`config.mk`:
```
export PLATFORM = sky130hd
export DESIGN_NAME = varint_stream_decoder_32
export DESIGN_NICKNAME = d
export VERILOG_FILES = /design/src/sv/vsd_pkg.sv /design/src/sv/varint_stream_decoder_32.sv /design/src/sv/vsd_front.sv /design/src/sv/vsd_fifo.sv /design/src/sv/vsd_back.sv
export SDC_FILE = /design/constraint.sdc
export NUM_CORES = 1
export LEC_CHECK = 0
export BUFFER_PORTS_ARGS = -buffer_cell sky130_fd_sc_hd__buf_2
export CAP_MARGIN = 40
export CORE_MARGIN = 5
export CORE_UTILIZATION = 40
export DETAILED_ROUTE_END_ITERATION = 8
export SETUP_SLACK_MARGIN = 0.3
export SYNTH_ARGS = -nofsm -noshare
export SYNTH_HDL_FRONTEND = slang
export SYNTH_SLANG_ARGS = --single-unit
export TNS_END_PERCENT = 30
```
`constraint.sdc`:
```
create_clock -name i_clk -period 4.6 [get_ports i_clk]
set_input_delay 0.69 -clock i_clk [delete_from_list [all_inputs] [get_ports i_clk]]
set_output_delay 0.69 -clock i_clk [all_outputs]
set_load 0.01 [all_outputs]
```
`src/sv/vsd_pkg.sv`:
```
// ----------------------------------------------------------------------------
// vsd_pkg: shared types and constants for the varint stream decoder
// Holds the lead byte boundaries, the value offsets and the token that the
// front end hands to the back end through the queue.
// ----------------------------------------------------------------------------
package vsd_pkg;

    localparam int unsigned ByteW  = 8;
    localparam int unsigned ValueW = 32;
    localparam int unsigned LeftW  = 3;

    // Lead byte boundaries.
    localparam logic [ByteW-1:0] LeadDirectMax = 8'd244;
    localparam logic [ByteW-1:0] LeadTwoMin    = 8'd245;
    localparam logic [ByteW-1:0] LeadTwoMax    = 8'd252;
    localparam logic [ByteW-1:0] LeadBe16      = 8'd253;
    localparam logic [ByteW-1:0] LeadLe24      = 8'd254;
    localparam logic [ByteW-1:0] LeadLe32      = 8'd255;

    // Offsets added to the payload of the short forms.
    localparam logic [ValueW-1:0] BaseTwo  = 32'd244;
    localparam logic [ValueW-1:0] BaseBe16 = 32'd2292;

    // Payload byte counts for each long form.
    localparam logic [LeftW-1:0] LenTwo  = 3'd1;
    localparam logic [LeftW-1:0] LenBe16 = 3'd2;
    localparam logic [LeftW-1:0] LenLe24 = 3'd3;
    localparam logic [LeftW-1:0] LenLe32 = 3'd4;

    // Status codes of a result.
    localparam logic StatusDone  = 1'b0;
    localparam logic StatusTrunc = 1'b1;

    typedef enum logic [1:0] {
        K_DIRECT = 2'd0,   // lead byte that is the whole value
        K_START  = 2'd1,   // lead byte of a multi-byte varint
        K_DATA   = 2'd2    // payload byte
    } t_kind;

    typedef struct packed {
        logic [ByteW-1:0] data;
        t_kind            kind;
        logic             done;    // payload byte that completes the varint
        logic             trunc;   // buffer ended before the varint completed
    } t_token;

endpackage

```
`src/sv/varint_stream_decoder_32.sv`:
```
// ----------------------------------------------------------------------------
// varint_stream_decoder_32: streaming decoder for 32-bit varints
// Decodes lead-byte-selected variable-length unsigned integers from a byte
// stream and emits one result per completed or truncated varint.
// ----------------------------------------------------------------------------
// Usage:
//   The input stream carries one raw byte per transaction; tlast marks the
//   last byte of a buffer. The output stream carries one result per varint:
//   the decoded value in tdata and a status bit in tuser (0 complete,
//   1 buffer ended inside a varint, with a zero value).
//   Bytes that do not finish a varint produce no output transaction.
//   Throughput is one byte per cycle while s_axis_tready is high, set by
//   the accumulate and value update in the back end. A completing byte is
//   registered in the queue, then its result in the output register.
//   A queue of FIFO_DEPTH tokens sits between the classifier and the decoder,
//   so the input keeps flowing while a result waits; once the output stalls
//   long enough to fill it, s_axis_tready drops until results are taken.
//   Reset empties the queue, clears the output valid flag and returns the
//   decoder to its idle state between varints.
// ----------------------------------------------------------------------------
module varint_stream_decoder_32 #(
    parameter int unsigned FIFO_DEPTH = 4
) (
    input  logic        i_clk,
    input  logic        i_rst_n,
    input  logic        s_axis_tvalid,
    output logic        s_axis_tready,
    input  logic [7:0]  s_axis_tdata,    // [7:0] in_byte
    input  logic        s_axis_tlast,    // buffer_end
    output logic        m_axis_tvalid,
    input  logic        m_axis_tready,
    output logic [31:0] m_axis_tdata,    // [31:0] decoded_value
    output logic [0:0]  m_axis_tuser     // [0] status
);

    logic            in_accept;
    logic            fifo_full;
    logic            fifo_valid;
    logic            fifo_pop;
    vsd_pkg::t_token front_token;
    vsd_pkg::t_token fifo_token;
    logic            back_status;

    assign s_axis_tready = !fifo_full;
    assign in_accept     = s_axis_tvalid && !fifo_full;
    assign m_axis_tuser  = back_status;

    vsd_front u_front (
        .i_clk    (i_clk),
        .i_rst_n  (i_rst_n),
        .i_accept (in_accept),
        .i_byte   (s_axis_tdata),
        .i_last   (s_axis_tlast),
        .o_token  (front_token)
    );

    vsd_fifo #(
        .DEPTH (FIFO_DEPTH)
    ) u_fifo (
        .i_clk   (i_clk),
        .i_rst_n (i_rst_n),
        .i_push  (in_accept),
        .i_token (front_token),
        .o_full  (fifo_full),
        .i_pop   (fifo_pop),
        .o_valid (fifo_valid),
        .o_token (fifo_token)
    );

    vsd_back u_back (
        .i_clk    (i_clk),
        .i_rst_n  (i_rst_n),
        .i_valid  (fifo_valid),
        .i_token  (fifo_token),
        .o_pop    (fifo_pop),
        .o_valid  (m_axis_tvalid),
        .i_ready  (m_axis_tready),
        .o_value  (m_axis_tdata),
        .o_status (back_status)
    );

endmodule

```
`src/sv/vsd_front.sv`:
```
// ----------------------------------------------------------------------------
// vsd_front: byte classifier
// Tracks how many payload bytes the current varint still needs and tags each
// accepted byte as a direct value, a lead byte or a payload byte.
// ----------------------------------------------------------------------------
module vsd_front (
    input  logic            i_clk,
    input  logic            i_rst_n,
    input  logic            i_accept,
    input  logic [7:0]      i_byte,
    input  logic            i_last,
    output vsd_pkg::t_token o_token
);

    logic [vsd_pkg::LeftW-1:0] r_left;
    logic [vsd_pkg::LeftW-1:0] n_left;
    logic [vsd_pkg::LeftW-1:0] lead_len;

    always_comb begin
        if (i_byte <= vsd_pkg::LeadTwoMax) begin
            lead_len = vsd_pkg::LenTwo;
        end else if (i_byte == vsd_pkg::LeadBe16) begin
            lead_len = vsd_pkg::LenBe16;
        end else if (i_byte == vsd_pkg::LeadLe24) begin
            lead_len = vsd_pkg::LenLe24;
        end else begin
            lead_len = vsd_pkg::LenLe32;
        end
    end

    always_comb begin
        o_token.data  = i_byte;
        o_token.kind  = vsd_pkg::K_DATA;
        o_token.done  = 1'b0;
        o_token.trunc = 1'b0;
        n_left        = r_left;
        if (r_left == '0) begin
            if (i_byte <= vsd_pkg::LeadDirectMax) begin
                o_token.kind = vsd_pkg::K_DIRECT;
            end else begin
                o_token.kind  = vsd_pkg::K_START;
                o_token.trunc = i_last;
                n_left        = i_last ? '0 : lead_len;
            end
        end else begin
            o_token.done  = (r_left == vsd_pkg::LeftW'(1));
            o_token.trunc = (r_left != vsd_pkg::LeftW'(1)) && i_last;
            n_left        = i_last ? '0 : r_left - vsd_pkg::LeftW'(1);
        end
    end

    always_ff @(posedge i_clk) begin
        if (!i_rst_n) begin
            r_left <= '0;
        end else if (i_accept) begin
            r_left <= n_left;
        end
    end

    a_left_range: assert property (@(posedge i_clk) disable iff (!i_rst_n)
        r_left <= vsd_pkg::LenLe32)
        else $error("front: payload count out of range");

    a_done_clears: assert property (@(posedge i_clk) disable iff (!i_rst_n)
        i_accept && (o_token.done || o_token.trunc) |=> r_left == '0)
        else $error("front: count not cleared at end of varint");

endmodule

```
`src/sv/vsd_fifo.sv`:
```
// ----------------------------------------------------------------------------
// vsd_fifo: token queue
// Short register queue between the classifier and the decoder; a push and a
// pop may happen in the same cycle.
// ----------------------------------------------------------------------------
module vsd_fifo #(
    parameter int unsigned DEPTH = 4
) (
    input  logic            i_clk,
    input  logic            i_rst_n,
    input  logic            i_push,
    input  vsd_pkg::t_token i_token,
    output logic            o_full,
    input  logic            i_pop,
    output logic            o_valid,
    output vsd_pkg::t_token o_token
);

    localparam int unsigned PtrW = (DEPTH > 1) ? $clog2(DEPTH) : 1;
    localparam int unsigned CntW = $clog2(DEPTH + 1);

    vsd_pkg::t_token r_mem [DEPTH];
    logic [PtrW-1:0] r_wr_ptr;
    logic [PtrW-1:0] r_rd_ptr;
    logic [CntW-1:0] r_count;

    function automatic logic [PtrW-1:0] ptr_next(input logic [PtrW-1:0] ptr);
        ptr_next = (ptr == PtrW'(DEPTH - 1)) ? '0 : ptr + PtrW'(1);
    endfunction

    assign o_full  = (r_count == CntW'(DEPTH));
    assign o_valid = (r_count != '0);
    assign o_token = r_mem[r_rd_ptr];

    always_ff @(posedge i_clk) begin
        if (i_push) begin
            r_mem[r_wr_ptr] <= i_token;
        end
    end

    always_ff @(posedge i_clk) begin
        if (!i_rst_n) begin
            r_wr_ptr <= '0;
            r_rd_ptr <= '0;
            r_count  <= '0;
        end else begin
            if (i_push) begin
                r_wr_ptr <= ptr_next(r_wr_ptr);
            end
            if (i_pop) begin
                r_rd_ptr <= ptr_next(r_rd_ptr);
            end
            if (i_push && !i_pop) begin
                r_count <= r_count + CntW'(1);
            end else if (i_pop && !i_push) begin
                r_count <= r_count - CntW'(1);
            end
        end
    end

    a_count_range: assert property (@(posedge i_clk) disable iff (!i_rst_n)
        r_count <= CntW'(DEPTH))
        else $error("fifo: occupancy above depth");

    a_push_grows: assert property (@(posedge i_clk) disable iff (!i_rst_n)
        i_push && !i_pop |=> r_count == $past(r_count) + CntW'(1))
        else $error("fifo: occupancy did not grow on push");

endmodule

```
`src/sv/vsd_back.sv`:
```
// ----------------------------------------------------------------------------
// vsd_back: payload accumulator and result register
// Gathers payload bytes, forms the decoded value when a varint completes and
// holds each result until the output side takes it.
// ----------------------------------------------------------------------------
module vsd_back (
    input  logic            i_clk,
    input  logic            i_rst_n,
    input  logic            i_valid,
    input  vsd_pkg::t_token i_token,
    output logic            o_pop,
    output logic            o_valid,
    input  logic            i_ready,
    output logic [31:0]     o_value,
    output logic            o_status
);

    logic [7:0]  r_lead;
    logic [31:0] r_accum;
    logic [1:0]  r_idx;
    logic        r_out_valid;
    logic [31:0] r_out_value;
    logic        r_out_status;

    logic [31:0] n_accum;
    logic [7:0]  lead_off;
    logic [31:0] value;
    logic        emit;
    logic [31:0] emit_value;
    logic        emit_status;

    assign o_pop    = i_valid && (!r_out_valid || i_ready);
    assign o_valid  = r_out_valid;
    assign o_value  = r_out_value;
    assign o_status = r_out_status;
    assign lead_off = r_lead - vsd_pkg::LeadTwoMin;

    always_comb begin
        // Big-endian and one-byte forms shift in from the bottom and keep
        // 16 bits; the little-endian forms place each byte at its own lane.
        if (r_lead <= vsd_pkg::LeadBe16) begin
            n_accum = {16'b0, r_accum[7:0], i_token.data};
        end else begin
            n_accum = r_accum | ({24'b0, i_token.data} << {r_idx, 3'b000});
        end
    end

    always_comb begin
        if (r_lead <= vsd_pkg::LeadTwoMax) begin
            value = vsd_pkg::BaseTwo + {21'b0, lead_off[2:0], i_token.data};
        end else if (r_lead == vsd_pkg::LeadBe16) begin
            value = vsd_pkg::BaseBe16 + {16'b0, n_accum[15:0]};
        end else if (r_lead == vsd_pkg::LeadLe24) begin
            value = {8'b0, n_accum[23:0]};
        end else begin
            value = n_accum;
        end
    end

    always_comb begin
        emit        = 1'b0;
        emit_value  = '0;
        emit_status = vsd_pkg::StatusDone;
        unique case (i_token.kind)
            vsd_pkg::K_DIRECT: begin
                emit       = 1'b1;
                emit_value = {24'b0, i_token.data};
            end
            vsd_pkg::K_START: begin
                emit        = i_token.trunc;
                emit_status = vsd_pkg::StatusTrunc;
            end
            vsd_pkg::K_DATA: begin
                if (i_token.done) begin
                    emit       = 1'b1;
                    emit_value = value;
                end else if (i_token.trunc) begin
                    emit        = 1'b1;
                    emit_status = vsd_pkg::StatusTrunc;
                end
            end
            default: begin
                emit = 1'b0;
            end
        endcase
    end

    always_ff @(posedge i_clk) begin
        if (!i_rst_n) begin
            r_lead  <= '0;
            r_accum <= '0;
            r_idx   <= '0;
        end else if (o_pop) begin
            if (i_token.kind == vsd_pkg::K_START) begin
                r_lead  <= i_token.data;
                r_accum <= '0;
                r_idx   <= '0;
            end else if (i_token.kind == vsd_pkg::K_DATA) begin
                r_accum <= n_accum;
                r_idx   <= r_idx + 2'd1;
            end
        end
    end

    always_ff @(posedge i_clk) begin
        if (!i_rst_n) begin
            r_out_valid <= 1'b0;
        end else if (o_pop && emit) begin
            r_out_valid <= 1'b1;
        end else if (i_ready) begin
            r_out_valid <= 1'b0;
        end
    end

    always_ff @(posedge i_clk) begin
        if (o_pop && emit) begin
            r_out_value  <= emit_value;
            r_out_status <= emit_status;
        end
    end

    a_trunc_zero: assert property (@(posedge i_clk) disable iff (!i_rst_n)
        r_out_valid && r_out_status == vsd_pkg::StatusTrunc |-> r_out_value == '0)
        else $error("back: truncation result carries a nonzero value");

    a_no_pop_stalled: assert property (@(posedge i_clk) disable iff (!i_rst_n)
        r_out_valid && !i_ready |-> !o_pop)
        else $error("back: token taken while result is stalled");

endmodule
```
# Yosys cells after proc, flatten, opt, wreduce, memory -nomap -nowiden
# Memory sizes are Yosys's and may differ from the RTL's. A register that Yosys moved wholly into a read port is not among the register bits.
# Cells that the tools add are included.
# classes
magnitude_cmp,4
bitwise,1
mux,37
addsub,9
n_eq_ne,12
reduce_logical,20
shifts,1
# ops
op,count
2-to-1 mux 32 bit,7
one-hot mux 32 bit (2 select lines),1
"== test 8 bit, second input constant",4
"less-or-equal comparator 8 bit, second input constant",4
bitwise OR 32 bit,1
left shift 8 x 5 -> 32 bit,1
2-to-1 mux 3 bit,9
"adder 12 x 16 -> 17 bit, first input constant",1
2-to-1 mux 2 bit,7
"adder 8 x 11 -> 12 bit, first input constant",1
2-to-1 mux 1 bit,11
"adder 2 x 1 -> 2 bit, second input constant",3
"== test 2 bit, second input constant",3
logical AND 1 bit,6
AND reduction 2 bit,3
nonzero test 2 bit,3
"subtractor 3 x 1 -> 3 bit, second input constant",2
logical NOT 1 bit,4
"adder 3 x 1 -> 3 bit, second input constant",1
"== test 3 x 1 -> 1 bit, second input constant",1
"== test 3 bit, second input constant",1
logical NOT 3 bit,1
"inequality test 3 x 1 -> 1 bit, second input constant",1
one-hot mux 1 bit (3 select lines),1
other kinds (7),7
# totals
mem_bits_rw,48
mem_count,1
elab_cells,95
reg_bits,86
# mem_list
name,words,width,rd,rd_clocked_by_memory_dff,wr,line,source
u_fifo.r_mem,4,12,1,1,1,vsd_fifo.sv:22,vsd_pkg::t_token r_mem [DEPTH];

# Longest topological paths before layout
# Gate-level depths: netlist of the first run.
# logic_depth
word_depth,8
mapped_depth,13

# Hierarchy
# Synthesis of the first run repeated with hierarchy kept, for this count alone.
# hier_totals
cells_unflattened,561
area_unflattened_um2,6429.9
# by_module_without_submodules
mod,area_each_um2,cells_per_inst,instances
vsd_back,3856.2,409,1
vsd_fifo,2194.6,106,1
vsd_front,369.1,44,1
varint_stream_decoder_32,10.0,2,1

# Worst setup path before layout of the first run
# Ideal clock, no wire load.
# synth_timing
kind,reg2reg
from,register with a tool-made name
to,"register u_back.r_out_status (netlist: u_back.o_status), enable pin"
arrival_ns,4.087
path_stages_with_launch,9
path_buffers,2
path_slack_ns,0.047
setup_time_ns,0.467
required_ns,4.133
cell_sequence,dfxtp_1 > buf_6 > mux4_2 > inv_1 > ha_1 > clkbuf_1 > o22a_1 > nor2_1 > nor3_1
# synth_lines
item,line,source
"end signal, assigned",vsd_back.sv:118,r_out_status <= emit_status;
"end, declared",vsd_back.sv:23,logic r_out_status;

==> flow_summary.yaml, run 1 <==
run_status:
  status: "finished, final reports clean"
die:
  dieArea_um2: 18600
  die_y_um: 137
  core_region_area_um2: 15800
  boundaryPins: 48
  rows: 46
  initial_utilization_pct: 40.6
  die_w_um: 137
grt:
  grt_pass1_wl_um: 23100
  antenna_found_initial: 0
  grt_use_total_pct: 16.4
  first_global_vias: 4465
  grt_max_degree: 39
  overflow: 0
pwr:
  power_leakage_nw: 2.55
  power_density_nw_per_um2: 662
  peakVddDrop_mv: 0.295
synth:
  ys_seq_area_share_pct: 55.2
  syn-cell-area_um2: 6400
  ys.flop_type: "edfxtp_1"
  syn_nets: 601
  syn-instance-count: 568
  yosysUniqueCellTypes: 68
  yosysWarnings: 0
  synth_area_leader_cell: "edfxtp_1"
  yosysTopAreaCellShare_pct: 38.0
  synth_area_leaders: "edfxtp_1, dfxtp_1, a21oi_1, mux4_2, ha_1"
  synth-seq-cells: 136
  synth_async_sr_flop_share_pct: 0
  synth-edff-count: 81
  avgSynthCellArea_um2: 11.3
final_layout:
  fillers: 1444
  seq_area_um2: 3530
  multi_input_area_um2: 2670
  layout_common_cells: "edfxtp_1, nor2_1, a21oi_1"
  antenna_cells: 0
  syn2layout_area_growth_pct: 15.5
  nNetsFinal: 640
  layout-drive-gt1-share_pct: 18.4
  layout_commonest_cell: "edfxtp_1"
critical_path:
  required_ns: 4.87
  critPathKind: "flop to flop"
  worst_setup_path_start_kind: "flop"
  worstSetupEndpointType: "flop"
  arrival_ns: 3.71
  cp_max_fo: 19
cts:
  cts_setup_buffers: 0
  clkSlewWorstSetupHoldPaths_ns: 0.06
  cts_tree: "done"
  root_buffer: "clkbuf_16"
  cts_buffers: 17
  cts_resized: 0
  cts_max_level: 4
  clkLatencyLatePin_ns: 0.42
  cts.sinks: 136
  cts_buffer_depth: 2
  postCtsHoldBufs: 0
place:
  pre_cts_slack_ns: 1.16
  port_buffers: 47
  place_congestion: 0.896
  place_hpwl_um: 9970
routing:
  drtIter0Drc: 366
  wirelength_um: 14500
  ant_nets: 0
  routedWlPerCell_um: 17.3
  drc: 0
  via_per_inst: 5.37
  vias: 4490
  drt_pass1_iterations: 8
timing:
  relSlewSlack_pct: 46.4
  rsz0062_at_grt: "no"
  fin_ws_ns: 1.16
  fin_crit_sh_pct: 74.7
  min_period_ns: 3.44
  fin_tns_setup_ns: 0
  tightest_slew_ns: 0.796
  maxSlewViolCount: 0
  hold_violations: 0
  skew_ns: 0.00807
  finalSetupViolations: 0
  fmaxAchievable_ghz: 0.291
flow_run:
  cap_violations: 0
hold_path:
  worst_hold_path_type: "flop to flop"
-- cell families after synthesis --
| family | Yosys count | synth area share (%) |
|---|---|---|
| AND/OR/NAND/NOR | 182 | 14.4 |
| AO/OA/AOI/OAI | 152 | 16.1 |
| flip-flops | 136 | 55.2 |
| buffers and inverters | 47 | 3.36 |
| adder cells (fa/ha/maj) | 20 | 4.02 |
| XOR/XNOR | 17 | 2.32 |
| multiplexers | 14 | 4.59 |
-- worst paths after layout --
kind                                         from                              end  slack [ns]  cells after the start
setup / recovery                             flop     u_back.o_value[30]$_DFFE_PP_        1.16                      8
hold / removal    u_back.r_accum[21]$_SDFFE_PN0P_  u_back.r_accum[21]$_SDFFE_PN0P_        0.47                      2
setup reg to reg                             flop     u_back.o_value[30]$_DFFE_PP_        1.16                      8
hold reg to reg   u_back.r_accum[21]$_SDFFE_PN0P_  u_back.r_accum[21]$_SDFFE_PN0P_        0.47                      2
-- layer usage --
layer | wire (um) | part of all wire, % | up-vias | GRT usage (%)
met5 | 0 | 0 | - | 0
met4 | 508 | 3.5 | 0 | 8.57
met3 | 705 | 4.9 | 34 | 3.20
met2 | 7040 | 49 | 146 | 26.9
met1 | 6220 | 43 | 2140 | 20.4
li1 | - | - | 2170 | -
-- state kept, by name, summed over array words and instances, names as in the netlist, 3 cells and up, named ones only --
name	flops
u_fifo.r_mem	48
u_back.r_accum	32
u_back.o_value	32
u_front.r_left	3
u_fifo.r_count	3
u_back.r_lead	8
-- metrics by stage --
step	instance area (um2)	total power [mW]	hold slack (ns)	util [%]	instances
6_report	7400	4.90	0.467	46.9	836
5_1_grt	7400	5.19	0.493	46.9	836
4_1_cts	7400	4.94	0.475	46.9	836
3_5_place_dp	6800	3.55	0.460	43.1	804
3_3_place_gp	6790	3.50	0.448	43.0	803
2_1_floorplan	6410	3.00	0.438	-	568
-- cell usage after synthesis, types with 5 or more instances --
library cell	number
nor2b_1	26
a22oi_1	15
inv_1	16
mux4_2	11
buf_2	7
o21ai_0	17
xor2_1	5
and2_1	6
edfxtp_1	81
and3_1	8
a21boi_0	12
nor3_1	12
ha_1	19
nor2_1	57
nand3_1	13
clkbuf_1	15
or3_1	5
a21oi_1	57
xnor2_1	12
o21a_1	6
dfxtp_1	55
nand2_1	34
-- worst max-delay path: stages (launching register included) --
cell	delay, ns
dfxtp_1	0.83
mux4_2	0.63
inv_1	0.10
ha_1	0.21
and2_1	0.23
nand2_2	0.24
or3_1	0.53
or2_1	0.36
nor2_1	0.16
-- final cells by class --
| cell class | instances | area share [%] |
|---|---|---|
| Tap cell | 216 | 3.65 |
| Sequential cell | 136 | 47.8 |
| Clock inverter | 14 | 2.32 |
| Timing Repair Buffer | 51 | 3.59 |
| Multi-Input combinational cell | 385 | 36.1 |
| Clock buffer | 18 | 5.80 |
| Inverter | 16 | 0.812 |
-- report_power, final --
part | internal (mW) | switching [mW] | total, mW
combinational | 0.611 | 1.12 | 1.73
sequential | 1.63 | 0.161 | 1.79
clock | 0.855 | 0.526 | 1.38
(Power assumes the default switching activity.)
==> run 2: changes to the inputs <==
- clock period: 4.6 -> 3.05 ns (I/O delays scaled with it)
==> run 2 against run 1 <==
Power up 63%. Final area up 7.0%. Final cell count up 4.8%. Count of clock-buffer cells in the layout down 1.
==> flow_summary.yaml, run 2 (synthesis results as in run 1) <==
final_layout:
  layout_common_cells: "edfxtp_1, nor2_1, a21oi_1"
  nNetsFinal: 680
  layout_commonest_cell: "edfxtp_1"
  antenna_cells: 0
  syn2layout_area_growth_pct: 23.6
  top_register: "u_fifo.r_mem"
  largest_reg_flops: 48
  layout-drive-gt1-share_pct: 27.3
  finalInstanceArea_um2: 7920
  post-route-util_pct: 50.2
routing:
  via_per_inst: 5.36
  wirelength_um: 15200
  ant_nets: 0
  routedWlPerCell_um: 17.3
  drt_pass1_iterations: 6
  drtIter0Drc: 318
  drc: 0
  vias: 4693
critical_path:
  required_ns: 3.21
  critPathKind: "flop to flop"
  path_cells: "inv_2, ha_2, nand4bb_4, or3_4, buf_4, a22o_4, buf_4, a2111oi_4, xnor2_1, o211ai_1"
  reg2reg_slack_ns: 0.38
  worst_setup_path_start_kind: "flop"
  rr_endpoint: "u_back.o_value[7]$_DFFE_PP_"
  crit_top_cell: "buf_4"
  arrival_ns: 2.82
  worstSetupEndpointType: "flop"
  slowest_delay_ns: 0.44
  cp_max_fo: 5
  reg2regPathDepth: 10
  critPathSlowestCell: "or3_4"
  r2r-start: "u_back.r_lead[0]$_SDFFE_PN0P_"
place:
  port_buffers: 47
  place_congestion: 0.863
  placed_area_um2: 7030
  place_hpwl_um: 10800
pwr:
  power_density_nw_per_um2: 1010
  p_sw_share_pct: 36.9
  p_int_mw: 5.03
  seq_power_share_pct: 33.3
  peakVddDrop_mv: 0.502
  clockPowerShare_pct: 26.9
  p_sw_mw: 2.95
  power_leakage_nw: 2.81
  p_comb_share_pct: 39.8
cts:
  postCtsHoldBufs: 0
  cts.sinks: 136
  root_buffer: "clkbuf_16"
  cts_buffers: 17
  clkSlewWorstSetupHoldPaths_ns: 0.06
  cts_buffer_depth: 2
  cts_tree: "done"
  clkLatencyLatePin_ns: 0.42
  cts_max_level: 4
grt:
  use_met2_pct: 29.4
  first_global_vias: 4586
  antenna_found_initial: 0
  grt_pass1_wl_um: 24500
  grt_util_met3_pct: 3.53
  grt_use_total_pct: 17.2
  overflow: 0
  grt_max_degree: 39
  grt_most_used_layer: "met2"
  met1_usage_pct: 21.3
timing:
  rsz0062_at_grt: "yes"
  fin_tns_setup_ns: 0
  min_period_ns: 2.67
  skew_ns: 0.00882
  fmaxAchievable_ghz: 0.375
  tightest_slew_ns: 0.649
  finalSetupViolations: 0
  maxSlewViolCount: 0
  hold_violations: 0
  fin_crit_sh_pct: 87.4
  relSlewSlack_pct: 56.7
die:
  initial_utilization_pct: 40.6
  boundaryPins: 48
  die_y_um: 137
  die_w_um: 137
  core_region_area_um2: 15800
  dieArea_um2: 18600
  rows: 46
hold_path:
  holdPathStages: 1
  min_from: "s_axis_tdata[6]"
  worst_hold_path_type: "input pin to flop"
  min_to: "u_fifo.r_mem[0][10]$_DFFE_PP_"
run_status:
  status: "finished, final reports clean"
flow_run:
  cap_violations: 0
## run 2: area by class of cell
class,count,area (um2)
Inverter,16,60.1
Tap cell,216,270
Timing Repair Buffer,91,582
Sequential cell,136,3540
Clock inverter,15,194
Multi-Input combinational cell,385,2840
Clock buffer,17,425
Fill cell,1440,7860
## run 2: metal layers
metal,wire (um),vias up
li1,-,2259
met1,6470,2290
met2,7700,113
met3,691,31
met4,331,0
met5,0,-
## run 2: metrics by stage
step                total power, mW  cells  hold slack, ns  setup slack (ns)
floorplan                      4.59    568           0.438             0.140
global placement               5.58    828           0.449             0.206
detailed placement             5.63    829           0.456             0.166
CTS                            7.85    865           0.257             0.285
global route                   8.44    876           0.261             0.266
finish                         7.98    876           0.267             0.383
## run 2: how the worst max path moves through the flow
| stage | slack, ns | cells past startpoint | endpoint | from |
|---|---|---|---|---|
| 3_3_place_gp | 0.21 | 10 | u_back.o_value[14]$_DFFE_PP_ | u_back.r_lead[0]$_SDFFE_PN0P_ |
| 6_report | 0.38 | 10 | u_back.o_value[7]$_DFFE_PP_ | u_back.r_lead[0]$_SDFFE_PN0P_ |
| 5_1_grt | 0.27 | 11 | u_back.o_value[10]$_DFFE_PP_ | u_back.r_lead[1]$_SDFFE_PN0P_ |
| 4_1_cts | 0.28 | 11 | u_back.o_value[14]$_DFFE_PP_ | u_back.r_lead[0]$_SDFFE_PN0P_ |
| 3_5_place_dp | 0.17 | 10 | u_back.o_value[14]$_DFFE_PP_ | u_back.r_lead[0]$_SDFFE_PN0P_ |
| 2_1_floorplan | 0.14 | 8 | u_back.o_status$_DFFE_PP_ | flop |
## run 2: power by group through the flow
stage          Combinational, mW  Sequential (mW)  Clock (mW)
5_1_grt                     3.47             2.71        2.26
3_3_place_gp                2.90             2.68           0
3_5_place_dp                2.94             2.68           0
6_report                    3.17             2.66        2.14
2_1_floorplan               1.82             2.77           0
4_1_cts                     3.02             2.66        2.17
## run 2: critical path, delay by kind of cell, from the launching register on
family	cells	cell delay, ns
AO/OA/AOI/OAI	3	0.67
XOR/XNOR	1	0.17
adder cells (fa/ha/maj)	1	0.19
buffers and inverters	3	0.37
flip-flops	1	0.37
AND/OR/NAND/NOR	2	0.64
## run 2: repair_timing
item | 4_1_cts | 5_1_grt
gates resized for setup | 13 | 19
pin swaps | 6 | 10
hold endpoints to repair | 0 | 0
setup buffers | 4 | 11
setup endpoints to repair | 13 | 17
==> run 3: changes to the inputs <==
- ABC_AREA: default -> 1
==> run 3 against run 2 <==
Count of clock-buffer cells in the layout is 2 higher. Worst hold slack gained 0.0024 ns. First-iteration DRC count grew 47%. Combinational power up 21%. Via count rose by 16%. Sequential cell count stayed put. Largest cell class unchanged. Final cell count increased by 26%. Die area rose by 8.3%. Register-to-register slack better by 0.12 ns. Final area increased by 2.0%. Area after synthesis up 8.9%. Critical path depth increased by 3.
==> flow_summary.yaml, run 3 <==
die:
  die_y_um: 142
  rows: 48
  boundaryPins: 48
  die_w_um: 142
  dieArea_um2: 20200
  initial_utilization_pct: 40.6
  core_region_area_um2: 17200
routing:
  drc: 0
  routedWlPerCell_um: 15.0
  drt_pass1_iterations: 5
  wirelength_um: 16600
  ant_nets: 0
  drtIter0Drc: 469
  vias: 5459
  via_per_inst: 4.93
synth:
  synth-seq-cells: 136
  synth_common_cells: "nand2_1, edfxtp_1, nor2_1"
  synth_xor_area_share_pct: 0.126
  synth_compound_area_share_pct: 10.8
  yosysUniqueCellTypes: 50
  synth_area_leader_cell: "edfxtp_1"
  ys.flop_type: "edfxtp_1"
  yosysWarnings: 0
  synth_fa_ha_area_share_pct: 3.69
  synth-edff-count: 81
  avgSynthCellArea_um2: 8.58
  ys_seq_area_share_pct: 50.6
  syn-cell-area_um2: 6980
  synth_top_family_by_area: "simple AND/OR/NAND/NOR gates"
  muxShareOfSynthArea_pct: 0
  synth-simple-area-share_pct: 27.1
  yosysMostFrequentCell: "nand2_1"
  synth_area_leaders: "edfxtp_1, dfxtp_1, nand2_1, a21oi_1, nor2_1"
  syn_nets: 846
  synth_async_sr_flop_share_pct: 0
  yosysTopAreaCellShare_pct: 34.9
  syn-instance-count: 813
pwr:
  power_leakage_nw: 3.19
  peakVddDrop_mv: 0.537
  power_density_nw_per_um2: 1060
final_layout:
  syn2layout_area_growth_pct: 15.8
  layout_commonest_cell: "nand2_1"
  multi_input_area_um2: 2920
  layout-drive-gt1-share_pct: 20.7
  post-route-util_pct: 47.0
  largest_reg_flops: 48
  fillers: 1701
  nNetsFinal: 902
  seq_area_um2: 3540
  antenna_cells: 0
  layout_common_cells: "nand2_1, edfxtp_1, nor2_1"
  top_register: "u_fifo.r_mem"
timing:
  fin_ws_ns: 0.505
  tightest_slew_ns: 0.463
  finalSetupViolations: 0
  hold_violations: 0
  fin_crit_sh_pct: 83.4
  skew_ns: 0.00835
  fmaxAchievable_ghz: 0.393
  min_period_ns: 2.54
  maxSlewViolCount: 0
  fin_tns_setup_ns: 0
  rsz0062_at_grt: "no"
  whs_ns: 0.270
  relSlewSlack_pct: 69.1
critical_path:
  arrival_ns: 2.71
  required_ns: 3.22
  cp_max_fo: 20
  critPathKind: "flop to flop"
  r2r-start: "u_back.r_lead[0]$_SDFFE_PN0P_"
  crit_start: "u_back.r_lead[0]$_SDFFE_PN0P_"
  slowest_delay_ns: 0.34
  worstSetupEndpointType: "flop"
  critPathSlowestCell: "dfxtp_2"
  worst_setup_path_start_kind: "flop"
  crit_top_cell: "inv_1"
  path_cells: "inv_1, ha_1, nor2_2, nand3_4, buf_12, buf_4, inv_1, or2_2, a21boi_2, a21oi_2, nand2_2, nand3_1, a21oi_1"
cts:
  cts_buffers: 17
  root_buffer: "clkbuf_16"
  cts_buffer_depth: 2
  postCtsHoldBufs: 0
  clkLatencyLatePin_ns: 0.42
  cts.sinks: 136
  clkSlewWorstSetupHoldPaths_ns: 0.06
  cts_tree: "done"
  cts_max_level: 4
grt:
  grt_max_degree: 42
  antenna_found_initial: 0
  grt_use_total_pct: 16.8
  grt_pass1_wl_um: 26700
  overflow: 0
  first_global_vias: 5129
place:
  place_hpwl_um: 11700
  pre_cts_slack_ns: 0.321
  place_congestion: 0.905
  port_buffers: 47
flow_run:
  cap_violations: 0
hold_path:
  min_from: "s_axis_tdata[4]"
  worst_hold_path_type: "input pin to flop"
run_status:
  status: "finished, final reports clean"
## run 3: cell types whose count changed after synthesis, moves of 12 or more
| cell | before | now |
|---|---|---|
| nand2_1 | 34 | 201 |
| inv_1 | 16 | 72 |
| nand3_1 | 13 | 45 |
| nor2b_1 | 26 | 0 |
| nor2_1 | 57 | 79 |
| nand2_2 | 1 | 20 |
| a21oi_1 | 57 | 71 |
| a22oi_1 | 15 | 1 |
| nand3_2 | 0 | 13 |
| a21boi_0 | 12 | 0 |
| xnor2_1 | 12 | 0 |
## run 3: path summary, 6_finish.rpt
kind                                                        end  slack [ns]  depth (start not counted)
worst max-delay path               u_back.o_value[13]$_DFFE_PP_        0.51                         13
worst min-delay path               u_fifo.r_mem[0][8]$_DFFE_PP_        0.27                          1
worst max register to register     u_back.o_value[13]$_DFFE_PP_        0.51                         13
worst min register to register  u_back.r_accum[29]$_SDFFE_PN0P_        0.46                          2
## run 3: kinds of logic (layout without fill, tap and decap cells)
group	count (synthesis)	count (layout)
XOR/XNOR	1	1
buffers and inverters	119	188
adder cells (fa/ha/maj)	20	20
flip-flops	136	136
AO/OA/AOI/OAI	133	133
AND/OR/NAND/NOR	404	404
## run 3: cell type report
| class | count | area share, % |
|---|---|---|
| Inverter | 88 | 4.26 |
| Clock buffer | 19 | 5.75 |
| Clock inverter | 13 | 1.29 |
| Sequential cell | 136 | 43.8 |
| Timing Repair Buffer | 68 | 5.33 |
| Tap cell | 225 | 3.49 |
| Multi-Input combinational cell | 558 | 36.1 |
## run 3: worst max-delay path, delay by kind of cell, from the launching register on
kind,cells,cell delay [ns]
AOI/OAI and AO/OA,3,0.42
adders and majority gates,1,0.25
DFF,1,0.34
buffers and inverters,4,0.67
and+or+nand+nor,5,0.64
## run 3: metrics by stage
step,area [um2],power [mW],cells
after detailed placement,7460,6.67,1072
final,8080,8.59,1107
after floorplan,6980,5.50,813
after global placement,7440,6.66,1071
after CTS,8030,8.64,1104
after global routing,8080,9.21,1107
## run 3: repair_timing
| item | 4_1_cts | 5_1_grt |
|---|---|---|
| buffers inserted | 0 | 3 |
| setup endpoints to repair | 1 | 22 |
| gates resized for setup | 0 | 5 |
| gates cloned | 0 | 0 |
| pin swaps | 1 | 1 |
## run 3: per-layer routing
metal	track usage, %	vias to the layer above	wire [um]
li1	-	2801	-
met1	21.7	2485	7400
met2	27.9	138	7990
met3	3.46	35	751
met4	6.52	0	416
met5	0	-	0
## run 3: power breakdown
| group | internal (mW) | switching, mW |
|---|---|---|
| sequential | 2.57 | 0.232 |
| clock | 1.13 | 0.824 |
| combinational | 1.15 | 2.68 |
| total | 4.85 | 3.74 |
